`src/prd_pkg.sv`:
```
package prd_pkg;

  localparam int unsigned PALETTE_DEPTH = 256;
  localparam int unsigned PAL_IDX_W     = $clog2(PALETTE_DEPTH);
  localparam int unsigned FRAME_PIXELS  = 102400;
  localparam int unsigned ADDR_W        = 17;
  localparam int unsigned COLOR_W       = 16;
  localparam int unsigned COUNT_W       = 8;
  localparam int unsigned SHIFT_W       = 5;
  localparam int unsigned CFG_IDX_W     = 3;

  localparam logic [ADDR_W-1:0] FRAME_END = ADDR_W'(FRAME_PIXELS);

  // Opcode boundaries
  localparam logic [7:0] OP_SKIP        = 8'h00;
  localparam logic [7:0] OP_REPEAT_MIN  = 8'h81;
  localparam logic [7:0] OP_REPEAT_BASE = 8'h80;

  // Configuration register indexes
  localparam logic [CFG_IDX_W-1:0] REG_RED_RS   = 3'd0;
  localparam logic [CFG_IDX_W-1:0] REG_RED_LS   = 3'd1;
  localparam logic [CFG_IDX_W-1:0] REG_GREEN_RS = 3'd2;
  localparam logic [CFG_IDX_W-1:0] REG_GREEN_LS = 3'd3;
  localparam logic [CFG_IDX_W-1:0] REG_BLUE_RS  = 3'd4;
  localparam logic [CFG_IDX_W-1:0] REG_BLUE_LS  = 3'd5;

  localparam logic [SHIFT_W-1:0] RED_RS_RST   = 5'd3;
  localparam logic [SHIFT_W-1:0] RED_LS_RST   = 5'd11;
  localparam logic [SHIFT_W-1:0] GREEN_RS_RST = 5'd2;
  localparam logic [SHIFT_W-1:0] GREEN_LS_RST = 5'd5;
  localparam logic [SHIFT_W-1:0] BLUE_RS_RST  = 5'd3;
  localparam logic [SHIFT_W-1:0] BLUE_LS_RST  = 5'd0;

  typedef enum logic [7:0] {
    PH_COUNT_LO = 8'b0000_0001,
    PH_COUNT_HI = 8'b0000_0010,
    PH_PALETTE  = 8'b0000_0100,
    PH_OPCODE   = 8'b0000_1000,
    PH_SKIP_LO  = 8'b0001_0000,
    PH_SKIP_HI  = 8'b0010_0000,
    PH_LITERAL  = 8'b0100_0000,
    PH_REPEAT   = 8'b1000_0000
  } phase_t;

  typedef struct packed {
    logic [SHIFT_W-1:0] red_rs;
    logic [SHIFT_W-1:0] red_ls;
    logic [SHIFT_W-1:0] green_rs;
    logic [SHIFT_W-1:0] green_ls;
    logic [SHIFT_W-1:0] blue_rs;
    logic [SHIFT_W-1:0] blue_ls;
  } prd_cfg_t;

  // One parsed byte: an optional palette write and an optional run result
  typedef struct packed {
    logic                 wr_en;
    logic [PAL_IDX_W-1:0] wr_idx;
    logic [COLOR_W-1:0]   wr_color;
    logic                 emit;
    logic                 marker;
    logic [PAL_IDX_W-1:0] rd_idx;
    logic [ADDR_W-1:0]    addr;
    logic [COUNT_W-1:0]   count;
    logic                 done;
  } prd_cmd_t;

  function automatic logic [COLOR_W-1:0] pack_term(input logic [7:0] b,
                                                   input logic [SHIFT_W-1:0] rs,
                                                   input logic [SHIFT_W-1:0] ls);
    logic [COLOR_W-1:0] t;
    t = COLOR_W'(b) >> rs;
    return t << ls;
  endfunction

endpackage

```
`src/prd_if.sv`:
```
interface prd_in_if;
  logic       valid;
  logic       ready;
  logic [7:0] stream_byte;
  logic       frame_restart;

  modport source (output valid, output stream_byte, output frame_restart, input ready);
  modport sink   (input valid, input stream_byte, input frame_restart, output ready);
endinterface

interface prd_out_if;
  logic                          valid;
  logic                          ready;
  logic [prd_pkg::ADDR_W-1:0]    pixel_address;
  logic [prd_pkg::COLOR_W-1:0]   pixel_color;
  logic [prd_pkg::COUNT_W-1:0]   run_count;
  logic                          frame_done;

  modport source (output valid, output pixel_address, output pixel_color,
                  output run_count, output frame_done, input ready);
  modport sink   (input valid, input pixel_address, input pixel_color,
                  input run_count, input frame_done, output ready);
endinterface

interface prd_cfg_if;
  logic                          valid;
  logic                          ready;
  logic [prd_pkg::CFG_IDX_W-1:0] index;
  logic [prd_pkg::SHIFT_W-1:0]   data;

  modport source (output valid, output index, output data, input ready);
  modport sink   (input valid, input index, input data, output ready);
endinterface

```
`src/prd_palette.sv`:
```
module prd_palette (
  input  logic                            clk,
  input  logic                            rst_n,
  input  logic                            wr_en,
  input  logic [prd_pkg::PAL_IDX_W-1:0]   wr_idx,
  input  logic [prd_pkg::COLOR_W-1:0]     wr_data,
  input  logic                            rd_en,
  input  logic [prd_pkg::PAL_IDX_W-1:0]   rd_idx,
  output logic [prd_pkg::COLOR_W-1:0]     rd_data
);

  logic [prd_pkg::COLOR_W-1:0]       mem [prd_pkg::PALETTE_DEPTH];
  logic [prd_pkg::PALETTE_DEPTH-1:0] valid_r;
  logic [prd_pkg::COLOR_W-1:0]       rd_data_r;
  logic                              rd_vld_r;

  always_ff @(posedge clk) begin
    if (wr_en) begin
      mem[wr_idx] <= wr_data;
    end
    if (rd_en) begin
      rd_data_r <= mem[rd_idx];
      rd_vld_r  <= valid_r[rd_idx];
    end
  end

  // Unwritten entries read as zero
  always_ff @(posedge clk) begin
    if (!rst_n) begin
      valid_r <= '0;
    end else if (wr_en) begin
      valid_r[wr_idx] <= 1'b1;
    end
  end

  assign rd_data = rd_vld_r ? rd_data_r : '0;

endmodule

```
`src/prd_parser.sv`:
```
module prd_parser (
  input  logic                 clk,
  input  logic                 rst_n,
  input  logic                 accept,
  input  logic [7:0]           stream_byte,
  input  logic                 frame_restart,
  input  prd_pkg::prd_cfg_t    cfg,
  output prd_pkg::prd_cmd_t    cmd
);

  prd_pkg::phase_t                  phase_r, phase_nxt, phase_cur;
  logic [15:0]                      entries_left_r, entries_left_nxt;
  logic [prd_pkg::PAL_IDX_W-1:0]    entry_idx_r, entry_idx_nxt;
  logic                             entry_ovf_r, entry_ovf_nxt;
  logic [15:0]                      color_bytes_r, color_bytes_nxt;
  logic [prd_pkg::ADDR_W-1:0]       write_offset_r, write_offset_nxt;
  logic [7:0]                       literal_left_r, literal_left_nxt;
  logic [7:0]                       skip_lo_r, skip_lo_nxt;

  logic [15:0]                      count_full;
  logic [prd_pkg::ADDR_W:0]         skip_sum;
  logic [prd_pkg::ADDR_W-1:0]       offset_inc;
  logic [prd_pkg::ADDR_W-1:0]       rest;
  logic [7:0]                       lit_dec;
  logic                             clip;
  logic [prd_pkg::COLOR_W-1:0]      packed_color;

  always_ff @(posedge clk) begin
    if (!rst_n) begin
      phase_r        <= prd_pkg::PH_COUNT_LO;
      entries_left_r <= '0;
      entry_idx_r    <= '0;
      entry_ovf_r    <= 1'b0;
      color_bytes_r  <= '0;
      write_offset_r <= '0;
      literal_left_r <= '0;
      skip_lo_r      <= '0;
    end else if (accept) begin
      phase_r        <= phase_nxt;
      entries_left_r <= entries_left_nxt;
      entry_idx_r    <= entry_idx_nxt;
      entry_ovf_r    <= entry_ovf_nxt;
      color_bytes_r  <= color_bytes_nxt;
      write_offset_r <= write_offset_nxt;
      literal_left_r <= literal_left_nxt;
      skip_lo_r      <= skip_lo_nxt;
    end
  end

  assign count_full   = {stream_byte, entries_left_r[7:0]};
  assign skip_sum     = {1'b0, write_offset_r} + {2'b00, stream_byte, skip_lo_r};
  assign offset_inc   = write_offset_r + prd_pkg::ADDR_W'(1);
  assign rest         = prd_pkg::FRAME_END - write_offset_r;
  assign lit_dec      = literal_left_r - 8'd1;
  assign clip         = {{(prd_pkg::ADDR_W-8){1'b0}}, literal_left_r} >= rest;
  assign packed_color = prd_pkg::pack_term(color_bytes_r[7:0], cfg.red_rs, cfg.red_ls)
                      + prd_pkg::pack_term(color_bytes_r[15:8], cfg.green_rs, cfg.green_ls)
                      + prd_pkg::pack_term(stream_byte, cfg.blue_rs, cfg.blue_ls);

  always_comb begin
    phase_nxt        = phase_r;
    entries_left_nxt = entries_left_r;
    entry_idx_nxt    = entry_idx_r;
    entry_ovf_nxt    = entry_ovf_r;
    color_bytes_nxt  = color_bytes_r;
    write_offset_nxt = write_offset_r;
    literal_left_nxt = literal_left_r;
    skip_lo_nxt      = skip_lo_r;
    cmd              = '0;
    cmd.wr_idx       = entry_idx_r;
    cmd.wr_color     = packed_color;
    cmd.rd_idx       = stream_byte;
    cmd.addr         = write_offset_r;

    phase_cur = frame_restart ? prd_pkg::PH_COUNT_LO : phase_r;

    unique case (phase_cur)
      prd_pkg::PH_COUNT_LO: begin
        entries_left_nxt = {8'h00, stream_byte};
        phase_nxt        = prd_pkg::PH_COUNT_HI;
      end
      prd_pkg::PH_COUNT_HI: begin
        entries_left_nxt = count_full;
        entry_idx_nxt    = '0;
        entry_ovf_nxt    = 1'b0;
        literal_left_nxt = '0;
        write_offset_nxt = '0;
        phase_nxt        = (count_full != 16'h0000) ? prd_pkg::PH_PALETTE
                                                    : prd_pkg::PH_OPCODE;
      end
      prd_pkg::PH_PALETTE: begin
        // literal_left tracks the byte position within the triplet here
        if (literal_left_r == 8'd0) begin
          color_bytes_nxt  = {8'h00, stream_byte};
          literal_left_nxt = 8'd1;
        end else if (literal_left_r == 8'd1) begin
          color_bytes_nxt  = {stream_byte, color_bytes_r[7:0]};
          literal_left_nxt = 8'd2;
        end else begin
          cmd.wr_en        = !entry_ovf_r;
          entry_idx_nxt    = entry_idx_r + prd_pkg::PAL_IDX_W'(1);
          if (&entry_idx_r) begin
            entry_ovf_nxt = 1'b1;
          end
          entries_left_nxt = entries_left_r - 16'd1;
          literal_left_nxt = '0;
          if (entries_left_r == 16'd1) begin
            phase_nxt = prd_pkg::PH_OPCODE;
          end
        end
      end
      prd_pkg::PH_OPCODE: begin
        if (stream_byte == prd_pkg::OP_SKIP) begin
          phase_nxt = prd_pkg::PH_SKIP_LO;
        end else if (stream_byte < prd_pkg::OP_REPEAT_MIN) begin
          literal_left_nxt = stream_byte;
          phase_nxt        = prd_pkg::PH_LITERAL;
        end else begin
          literal_left_nxt = stream_byte - prd_pkg::OP_REPEAT_BASE;
          phase_nxt        = prd_pkg::PH_REPEAT;
        end
      end
      prd_pkg::PH_SKIP_LO: begin
        skip_lo_nxt = stream_byte;
        phase_nxt   = prd_pkg::PH_SKIP_HI;
      end
      prd_pkg::PH_SKIP_HI: begin
        if (skip_sum >= {1'b0, prd_pkg::FRAME_END}) begin
          write_offset_nxt = prd_pkg::FRAME_END;
          cmd.emit         = 1'b1;
          cmd.marker       = 1'b1;
          cmd.addr         = prd_pkg::FRAME_END;
          cmd.done         = 1'b1;
          phase_nxt        = prd_pkg::PH_COUNT_LO;
        end else begin
          write_offset_nxt = skip_sum[prd_pkg::ADDR_W-1:0];
          phase_nxt        = prd_pkg::PH_OPCODE;
        end
      end
      prd_pkg::PH_LITERAL: begin
        literal_left_nxt = lit_dec;
        if (write_offset_r < prd_pkg::FRAME_END) begin
          write_offset_nxt = offset_inc;
          cmd.emit         = 1'b1;
          cmd.count        = prd_pkg::COUNT_W'(1);
          cmd.done         = (lit_dec == 8'd0) && (offset_inc >= prd_pkg::FRAME_END);
          if (lit_dec == 8'd0) begin
            phase_nxt = cmd.done ? prd_pkg::PH_COUNT_LO : prd_pkg::PH_OPCODE;
          end
        end else if (lit_dec == 8'd0) begin
          // Last literal byte past the frame end closes the frame
          cmd.emit   = 1'b1;
          cmd.marker = 1'b1;
          cmd.addr   = prd_pkg::FRAME_END;
          cmd.done   = 1'b1;
          phase_nxt  = prd_pkg::PH_COUNT_LO;
        end
      end
      prd_pkg::PH_REPEAT: begin
        cmd.emit         = 1'b1;
        cmd.count        = clip ? rest[prd_pkg::COUNT_W-1:0] : literal_left_r;
        cmd.done         = clip;
        write_offset_nxt = clip ? prd_pkg::FRAME_END
                                : write_offset_r + {{(prd_pkg::ADDR_W-8){1'b0}}, literal_left_r};
        literal_left_nxt = '0;
        phase_nxt        = clip ? prd_pkg::PH_COUNT_LO : prd_pkg::PH_OPCODE;
      end
      default: begin
        phase_nxt = prd_pkg::PH_COUNT_LO;
      end
    endcase
  end

endmodule

```
`src/palette_rle_frame_decoder.sv`:
```
// Channel  Role    Payload                                              Transfer
// -------  ------  ---------------------------------------------------  ------------------
// in_bus   sink    stream_byte[7:0], frame_restart                      valid && ready
// out_bus  source  pixel_address[16:0], pixel_color[15:0],              valid && ready
//                  run_count[7:0], frame_done
// cfg_bus  sink    index[2:0], data[4:0]                                valid && ready
//
// One stream byte is taken every cycle while in_bus.ready is high. A run
// result leaves through the synchronous palette read in the read stage and
// then the output register. rst_n is synchronous; palette valid bits clear
// in the same cycle, so no clearing pass runs. The result path holds one
// result in the read stage and one in the output register; a byte is refused
// only while both are full and out_bus stalls. cfg_bus is always ready.
module palette_rle_frame_decoder (
  input logic       clk,
  input logic       rst_n,
  prd_in_if.sink    in_bus,
  prd_out_if.source out_bus,
  prd_cfg_if.sink   cfg_bus
);

  prd_pkg::prd_cfg_t                cfg_r;
  prd_pkg::prd_cmd_t                cmd;

  logic                             in_xfer;
  logic                             s1_move;
  logic                             s1_valid_r;
  logic                             s1_marker_r;
  logic [prd_pkg::ADDR_W-1:0]       s1_addr_r;
  logic [prd_pkg::COUNT_W-1:0]      s1_count_r;
  logic                             s1_done_r;
  logic [prd_pkg::COLOR_W-1:0]      rd_color;

  logic                             out_valid_r;
  logic [prd_pkg::ADDR_W-1:0]       out_addr_r;
  logic [prd_pkg::COLOR_W-1:0]      out_color_r;
  logic [prd_pkg::COUNT_W-1:0]      out_count_r;
  logic                             out_done_r;

  // Configuration registers
  assign cfg_bus.ready = 1'b1;

  always_ff @(posedge clk) begin
    if (!rst_n) begin
      cfg_r.red_rs   <= prd_pkg::RED_RS_RST;
      cfg_r.red_ls   <= prd_pkg::RED_LS_RST;
      cfg_r.green_rs <= prd_pkg::GREEN_RS_RST;
      cfg_r.green_ls <= prd_pkg::GREEN_LS_RST;
      cfg_r.blue_rs  <= prd_pkg::BLUE_RS_RST;
      cfg_r.blue_ls  <= prd_pkg::BLUE_LS_RST;
    end else if (cfg_bus.valid) begin
      unique case (cfg_bus.index)
        prd_pkg::REG_RED_RS:   cfg_r.red_rs   <= cfg_bus.data;
        prd_pkg::REG_RED_LS:   cfg_r.red_ls   <= cfg_bus.data;
        prd_pkg::REG_GREEN_RS: cfg_r.green_rs <= cfg_bus.data;
        prd_pkg::REG_GREEN_LS: cfg_r.green_ls <= cfg_bus.data;
        prd_pkg::REG_BLUE_RS:  cfg_r.blue_rs  <= cfg_bus.data;
        prd_pkg::REG_BLUE_LS:  cfg_r.blue_ls  <= cfg_bus.data;
        default: begin
          // drop writes to unmapped indexes
        end
      endcase
    end
  end

  // Advance the read stage when the output register is free or draining
  assign s1_move      = s1_valid_r && (!out_valid_r || out_bus.ready);
  assign in_bus.ready = !s1_valid_r || s1_move;
  assign in_xfer      = in_bus.valid && in_bus.ready;

  prd_parser u_parser (
    .clk           (clk),
    .rst_n         (rst_n),
    .accept        (in_xfer),
    .stream_byte   (in_bus.stream_byte),
    .frame_restart (in_bus.frame_restart),
    .cfg           (cfg_r),
    .cmd           (cmd)
  );

  // Palette writes land at the transfer edge; reads of the same byte's
  // index come back aligned with the read stage.
  prd_palette u_palette (
    .clk     (clk),
    .rst_n   (rst_n),
    .wr_en   (in_xfer && cmd.wr_en),
    .wr_idx  (cmd.wr_idx),
    .wr_data (cmd.wr_color),
    .rd_en   (in_xfer && cmd.emit && !cmd.marker),
    .rd_idx  (cmd.rd_idx),
    .rd_data (rd_color)
  );

  // Read stage: hold run fields while the palette read completes
  always_ff @(posedge clk) begin
    if (!rst_n) begin
      s1_valid_r <= 1'b0;
    end else if (in_xfer) begin
      s1_valid_r <= cmd.emit;
    end else if (s1_move) begin
      s1_valid_r <= 1'b0;
    end
  end

  always_ff @(posedge clk) begin
    if (in_xfer) begin
      s1_marker_r <= cmd.marker;
      s1_addr_r   <= cmd.addr;
      s1_count_r  <= cmd.count;
      s1_done_r   <= cmd.done;
    end
  end

  // Output register
  always_ff @(posedge clk) begin
    if (!rst_n) begin
      out_valid_r <= 1'b0;
    end else if (s1_move) begin
      out_valid_r <= 1'b1;
    end else if (out_bus.ready) begin
      out_valid_r <= 1'b0;
    end
  end

  always_ff @(posedge clk) begin
    if (s1_move) begin
      out_addr_r  <= s1_addr_r;
      out_color_r <= s1_marker_r ? '0 : rd_color;
      out_count_r <= s1_count_r;
      out_done_r  <= s1_done_r;
    end
  end

  assign out_bus.valid         = out_valid_r;
  assign out_bus.pixel_address = out_addr_r;
  assign out_bus.pixel_color   = out_color_r;
  assign out_bus.run_count     = out_count_r;
  assign out_bus.frame_done    = out_done_r;

endmodule

```
`src/flat_wrapper.sv`:
```
// flat-port wrapper written by rule: the top's interface ports become plain ports
module palette_rle_frame_decoder_flat 
  (clk, rst_n, in_bus_valid, in_bus_stream_byte, in_bus_frame_restart, in_bus_ready, out_bus_valid, out_bus_pixel_address, out_bus_pixel_color, out_bus_run_count, out_bus_frame_done, out_bus_ready, cfg_bus_valid, cfg_bus_index, cfg_bus_data, cfg_bus_ready);
  prd_in_if in_bus_i ();
  prd_out_if out_bus_i ();
  prd_cfg_if cfg_bus_i ();
  input logic clk;
  input logic rst_n;
  input wire logic [$bits(in_bus_i.valid)-1:0] in_bus_valid;
  input wire logic [$bits(in_bus_i.stream_byte)-1:0] in_bus_stream_byte;
  input wire logic [$bits(in_bus_i.frame_restart)-1:0] in_bus_frame_restart;
  output wire logic [$bits(in_bus_i.ready)-1:0] in_bus_ready;
  output wire logic [$bits(out_bus_i.valid)-1:0] out_bus_valid;
  output wire logic [$bits(out_bus_i.pixel_address)-1:0] out_bus_pixel_address;
  output wire logic [$bits(out_bus_i.pixel_color)-1:0] out_bus_pixel_color;
  output wire logic [$bits(out_bus_i.run_count)-1:0] out_bus_run_count;
  output wire logic [$bits(out_bus_i.frame_done)-1:0] out_bus_frame_done;
  input wire logic [$bits(out_bus_i.ready)-1:0] out_bus_ready;
  input wire logic [$bits(cfg_bus_i.valid)-1:0] cfg_bus_valid;
  input wire logic [$bits(cfg_bus_i.index)-1:0] cfg_bus_index;
  input wire logic [$bits(cfg_bus_i.data)-1:0] cfg_bus_data;
  output wire logic [$bits(cfg_bus_i.ready)-1:0] cfg_bus_ready;
  assign in_bus_i.valid = in_bus_valid;
  assign in_bus_i.stream_byte = in_bus_stream_byte;
  assign in_bus_i.frame_restart = in_bus_frame_restart;
  assign in_bus_ready = in_bus_i.ready;
  assign out_bus_valid = out_bus_i.valid;
  assign out_bus_pixel_address = out_bus_i.pixel_address;
  assign out_bus_pixel_color = out_bus_i.pixel_color;
  assign out_bus_run_count = out_bus_i.run_count;
  assign out_bus_frame_done = out_bus_i.frame_done;
  assign out_bus_i.ready = out_bus_ready;
  assign cfg_bus_i.valid = cfg_bus_valid;
  assign cfg_bus_i.index = cfg_bus_index;
  assign cfg_bus_i.data = cfg_bus_data;
  assign cfg_bus_ready = cfg_bus_i.ready;
  palette_rle_frame_decoder u_core (.clk(clk), .rst_n(rst_n), .in_bus(in_bus_i), .out_bus(out_bus_i), .cfg_bus(cfg_bus_i));
endmodule
```
`config.mk`:
```
export PLATFORM = sky130hd
export DESIGN_NAME = palette_rle_frame_decoder_flat
export DESIGN_NICKNAME = d
export VERILOG_FILES = /design/src/prd_pkg.sv /design/src/prd_if.sv /design/src/prd_palette.sv /design/src/prd_parser.sv /design/src/palette_rle_frame_decoder.sv /design/src/flat_wrapper.sv
export SDC_FILE = /design/constraint.sdc
export NUM_CORES = 2
export LEC_CHECK = 0
export BUFFER_PORTS_ARGS = -buffer_cell sky130_fd_sc_hd__buf_4
export CAP_MARGIN = 20
export CELL_PAD_IN_SITES_DETAIL_PLACEMENT = 2
export CELL_PAD_IN_SITES_GLOBAL_PLACEMENT = 2
export CORE_AREA = 2 2 628 630
export CTS_CLUSTER_SIZE = 20
export DETAILED_ROUTE_END_ITERATION = 6
export DIE_AREA = 0 0 630 632
export PLACE_DENSITY_LB_ADDON = 0.1
export SYNTH_ARGS = -nofsm -noshare
export SYNTH_HDL_FRONTEND = slang
export SYNTH_SLANG_ARGS = --single-unit
```
`constraint.sdc`:
```
create_clock -name clk -period 13.1 [get_ports clk]
set_input_delay 0 -clock clk [delete_from_list [all_inputs] [get_ports clk]]
set_output_delay 0 -clock clk [all_outputs]
set_load 0.01 [all_outputs]
```
# Word level (Yosys, flattened, before mapping)
# Memory sizes are Yosys's and may differ from the RTL's. A register that Yosys moved wholly into a read port is not among the register bits.
# Index checks and enable logic that the tools add are counted.
word_totals:
  ff_bits: 440
  latch_bits: 0
  ram_bits: 4096
  mem_bits_ro: 0
  inputBits: 22
  out_inout_bits: 45
  memories: 1
op_classes:
  add_sub_neg: 10
  multipliers: 0
  n_div: 0
  n_lt_le_gt_ge: 8
  eq_ne: 22
  shifts: 6
  muxes: 65
  n_bitwise: 3
  reduce_logical: 45
mem_list:
  columns: ["name", "depth", "word_bits", "rd", "rd_ports_with_merged_regs", "wr", "line_no", "rtl"]
  rows:
  - ["u_core.u_palette.mem", 256, 16, 1, 1, 1, "prd_palette.sv:12", "logic [prd_pkg::COLOR_W-1:0] mem [prd_pkg::PALETTE_DEPTH];"]
ops:
  columns: ["op", "n"]
  rows:
  - ["256-bit bitwise OR", 1]
  - ["8-bit two-way mux", 14]
  - ["17-bit two-way mux", 6]
  - ["17-bit case mux with 4 select lines", 1]
  - ["16-bit two-way mux", 4]
  - ["8-bit case mux with 8 select lines", 1]
  - ["16-bit case mux with 3 select lines", 1]
  - ["16-bit by 5-bit left shift with 16-bit output", 3]
  - ["8-bit by 5-bit >> shifter with 16-bit output", 3]
  - ["17-bit case mux with 2 select lines", 1]
  - ["16-bit adder", 2]
  - ["8-bit case mux with 2 select lines", 2]
  - ["8-bit case mux with 4 select lines", 1]
  - ["8-bit zero test", 3]
  - ["1-bit two-way mux", 20]
  - ["17-bit by 16-bit adder with 18-bit output", 1]
  - ["18-bit by 17-bit greater-or-equal comparator with 1-bit output, second input constant", 1]
  - ["8-bit by 9-bit less-than comparator with 1-bit output, second input constant", 2]
  - ["17-bit by 1-bit adder with 17-bit output, second input constant", 1]
  - ["17-bit by 8-bit adder with 17-bit output", 1]
  - ["17-bit greater-or-equal comparator, second input constant", 1]
  - ["8-bit by 17-bit greater-or-equal comparator with 1-bit output", 1]
  - ["17-bit less-than comparator, second input constant", 1]
  - ["17-bit subtractor, first input constant", 1]
  - ["other kinds (40)", 86]

# Longest topological paths before layout
logic_depth:
  word_depth: 8
  ltp_mapped: 20
  ltp_nobuf: 18

# Cells and area by module
# Synthesis repeated with hierarchy kept, for this count alone.
hier_totals:
  cells_unflattened: 9743
  hier_area_um2: 182246.0
modules_own_cells:
  columns: ["module", "n_inst", "cells_each", "area_each_um2"]
  rows:
  - ["prd_palette", 1, 8102, 168322.7]
  - ["prd_parser", 1, 1429, 10431.3]
  - ["palette_rle_frame_decoder", 1, 212, 3492.1]

# Worst setup path before layout
# No wires, ideal clock.
synth_path:
  kind: "register to register"
  from: "register u_core.cfg_r[5] in the netlist's numbering"
  to: "memory u_core.u_palette.mem[0][11] in the netlist's numbering, data pin"
  setup_time_ps: 1646
  arrival_ps: 11126
  required_ps: 11454
  path_slack_ps: 327
  path_stages_with_launch: 17
  cell_sequence: "dfxtp_1 > buf_1 > mux2i_1 > or3_1 > mux4_2 > nor3_1 > a21o_1 > mux2i_1 > or3_1 > fa_1 > inv_1 > ha_1 > inv_1 > o31ai_1 > a41oi_1 > nor2b_1 > xnor2_1"
synth_rtl:
  columns: ["item", "line_no", "rtl"]
  rows:
  - ["start, declared", "palette_rle_frame_decoder.sv:22", "prd_pkg::prd_cfg_t cfg_r;"]
  - ["end, declared", "prd_palette.sv:12", null]

==> run metrics <==
drt total wl=about 590 mm; slowest stage delay, CP=890 ps; starting density of the core=0.459; Mapped Area=around 0.18 mm^2; Arr. time, crit path=around 8600 ps; CTS clk-pin slew, worst paths=60 ps; WP data required=13,750 ps; IR drop worst, VDD=0.000148 V; ranking of synthesized cells by area=edfxtp_1 70%, mux4_2 18%, dfxtp_1 4.1%, o21a_1 1.1%, nor2_1 0.93%; worst skew pair latency=roughly 1000 ps; Net Sw Frac=0.222; unrepaired setup endpoints after global routing=no; Pwr Total=just over 0.03 W; final worst path period need=slightly below 8000 ps; CTS buffer count=approximately 470; Final setup viols=0; Int Pwr=between 0.02 and 0.025 W; Synth top area share=0.700; Critical-path top delay cell=buf_4; maximum root-to-sink buffer count=4; clock skew=between 70 and 80 ps; Post-synth EDFFs=4,182; Tcrit/Tclk final=0.607; area grow syn2layout=14.1%; global-route wire length before repair=roughly 800 mm; GPL Wtd Cong=just under 0.8; CP endpoint kind=flop; site row count=230; Syn Inst Count=8,402; largest net degree at the start of global routing=188; Critical Path Start Type=flop; clock power share=0.440; NetSw=0.00690 W; Max Cap Viol=0; chip height=roughly 630 um; DPL Wire Length=339 mm; Remaining Overflow, GRT=0; Fmax=0.126 GHz; Tot GR Track Use=0.295; vias=about 94k; worst slew pin tran=between 1000 and 1500 ps; Async SR Flop Fraction=0; cell taking the most area after synthesis=edfxtp_1; drt pass-1 iters=6; WS Path Type=flop to flop; Buffers on Ports=65; CTS tree=done; clock net sink count=4,552; # DRC=0; Die ar.=around 0.4 mm^2; max_slew headroom=0.138; critical path peak fanout=96; Syn. warnings=0; HP Class=input pin to flop; core area=0.391 mm^2; worst path cell trace=mux2i_1 -> mux4_2 -> o22ai_1 -> mux2i_1 -> nor4_1 -> fa_1 -> ha_1 -> a21o_1 -> a21o_1 -> a21oi_1 -> o31ai_1 -> a41oi_1 -> a211oi_1 -> a31o_2 -> xor2_4 -> buf_4 -> buf_4; initial antenna violation count=54; Syn Area/Cell=~21 um^2; WL/cell=~40 um; Detail Route Antenna Nets=0; combinational share of power=0.047; Most used DFF post-synth=edfxtp_1; status=finished clean; Pleak=between 60 and 70 nW; H-tree Lvls=5; Final Hold Vio Count=0; syn_nets=8,500; Fin Setup TNS=0 ps; die width=approximately 630 um; initial DRC count=around 11k; vias in the first global route=99.2k; flops & latches, synth=between 4k and 5k; Distinct cells, synth=between 80 and 90; Max Slew Vio Count=0; Seq/Total Area, Yosys=0.741; I/O Pins=67; post-CTS sizing=0; Layout Nets=approximately 9.0k; sequential share of power=0.513; Cell Pwr Density=152 mW/mm^2; vias per cell=6.43; share of layout cells above drive strength 1=0.307; Root Buffer=clkbuf_16
-- metal layers --
metal / share of wire / vias up / wire length, um / global-route usage
li1: - / 36200 / - / -
met1: 0.40 / 52100 / 233000 / 0.402
met2: 0.50 / 4444 / 293000 / 0.491
met3: 0.073 / 885 / 43200 / 0.0474
met4: 0.034 / 22 / 20100 / 0.0911
met5: 0.00026 / - / 156 / 0
-- area by class of cell --
| type | instances | area [um^2] |
|---|---|---|
| multi-input combinational | 3286 | 45400 |
| antenna | 55 | 138 |
| sequential | 4552 | 133000 |
| timing repair buffer | 471 | 4020 |
| clock buffer | 682 | 13300 |
| inverter | 69 | 262 |
| fill | 33200 | 187000 |
| tap | 5220 | 6530 |
| clock inverter | 214 | 2210 |
-- flip-flops by register name (all words and copies together), names as in the netlist, 16 cells and up --
signal	cells
u_core.u_palette.mem	4096
u_core.u_palette.valid_r	256
u_core.cfg_r	30
u_core.out_bus.pixel_address	17
u_core.s1_addr_r	17
u_core.u_parser.write_offset_r	17
u_core.out_bus.pixel_color	16
u_core.u_palette.rd_data_r	16
u_core.u_parser.color_bytes_r	16
u_core.u_parser.entries_left_r	16
-- layout by cell type (no fill, tap or decap), drive strengths merged, types with 25 or more instances in the layout --
cell and count:
mux2i 58, mux4 1457, nor2 448, inv 75, a21oi 117, diode 55
dlygate4sd3 48, clkbuf 682, nand3 57, and2 44, buf 423, o21a 269
bufinv 36, nand2 171, nor3 64, a211oi 25, clkinv 158, xnor2 39
ha 58, o21ai 67, dfxtp 370, edfxtp 4182
-- synthesized netlist by cell type, types with 58 or more instances --
cell      number
edfxtp_1    4182
buf_2        119
dfxtp_1      370
clkbuf_1     331
mux4_2      1457
ha_1          58
a21oi_1      117
nor3_1        63
o21a_1       269
mux2i_1       58
inv_1         66
nor2_1       444
o21ai_0       66
nand2_1      162
-- worst paths after layout --
| check | start | end | slack, ps | cells past startpoint |
|---|---|---|---|---|
| setup reg to reg | u_core.cfg_r[16]$_SDFFE_PN1P_ | u_core.u_palette.mem[104][15]$_DFFE_PP_ | 5150 | 17 |
| hold / removal | rst_n | u_core.u_palette.valid_r[16]$_SDFFE_PN0P_ | 50 | 3 |
| hold reg to reg | u_core.s1_done_r$_DFFE_PP_ | u_core.out_bus.frame_done$_DFFE_PP_ | 420 | 0 |
| setup / recovery | u_core.cfg_r[16]$_SDFFE_PN1P_ | u_core.u_palette.mem[104][15]$_DFFE_PP_ | 5150 | 17 |
-- cells by family (layout without fill, tap and decap cells) --
kind of cell,Yosys count,in the layout,share of synthesized area
AOI/OAI and AO/OA,657,657,0.0253
xor gates and xnor gates,63,63,0.00315
adders and majority gates,76,76,0.00605
buffers and inverters,564,1436,0.0126
DFF,4552,4552,0.741
muxes,1535,1535,0.187
other,1,56,0.0000209
and+or+nand+nor,954,954,0.0247
-- worst max-delay path: cells and delay by family, from the launching register on --
| family | cells | cell delay, ps |
|---|---|---|
| flops | 1 | 730 |
| buf+inv | 2 | 1600 |
| xor+xnor | 1 | 140 |
| simple gates | 1 | 440 |
| compound gates | 8 | 2340 |
| mux | 3 | 1120 |
| fa+ha+maj | 2 | 940 |
-- power by group through the flow --
| stage | clock network [W] | logic [W] | registers, W |
|---|---|---|---|
| after floorplan | 0 | 0.000835 | 0.0163 |
| after detailed placement | 0 | 0.00145 | 0.0163 |
| final | 0.0137 | 0.00146 | 0.0159 |
| after CTS | 0.0139 | 0.00146 | 0.0159 |
| after global routing | 0.0144 | 0.00152 | 0.0159 |
| after global placement | 0 | 0.00139 | 0.0162 |
-- metrics by stage --
| stage | utilization | cell area [um^2] | std cells | hold slack, ps | worst slack [ps] |
|---|---|---|---|---|---|
| after floorplan | - | 180000 | 8402 | 125 | 327 |
| final | 0.523 | 205000 | 14500 | 50.0 | 5150 |
| after global placement | 0.481 | 188000 | 13500 | 322 | 5110 |
| after detailed placement | 0.481 | 188000 | 13500 | 351 | 4780 |
| after global routing | 0.523 | 205000 | 14500 | 68.6 | 4700 |
| after CTS | 0.522 | 204000 | 14500 | 9.31 | 5140 |
-- repair_timing --
action | 4_1_cts | 5_1_grt
endpoints found under the hold margin | 259 | 0
hold buffers | 48 | 0
setup buffers | 0 | 0
Power figures use the tool's default switching activity.
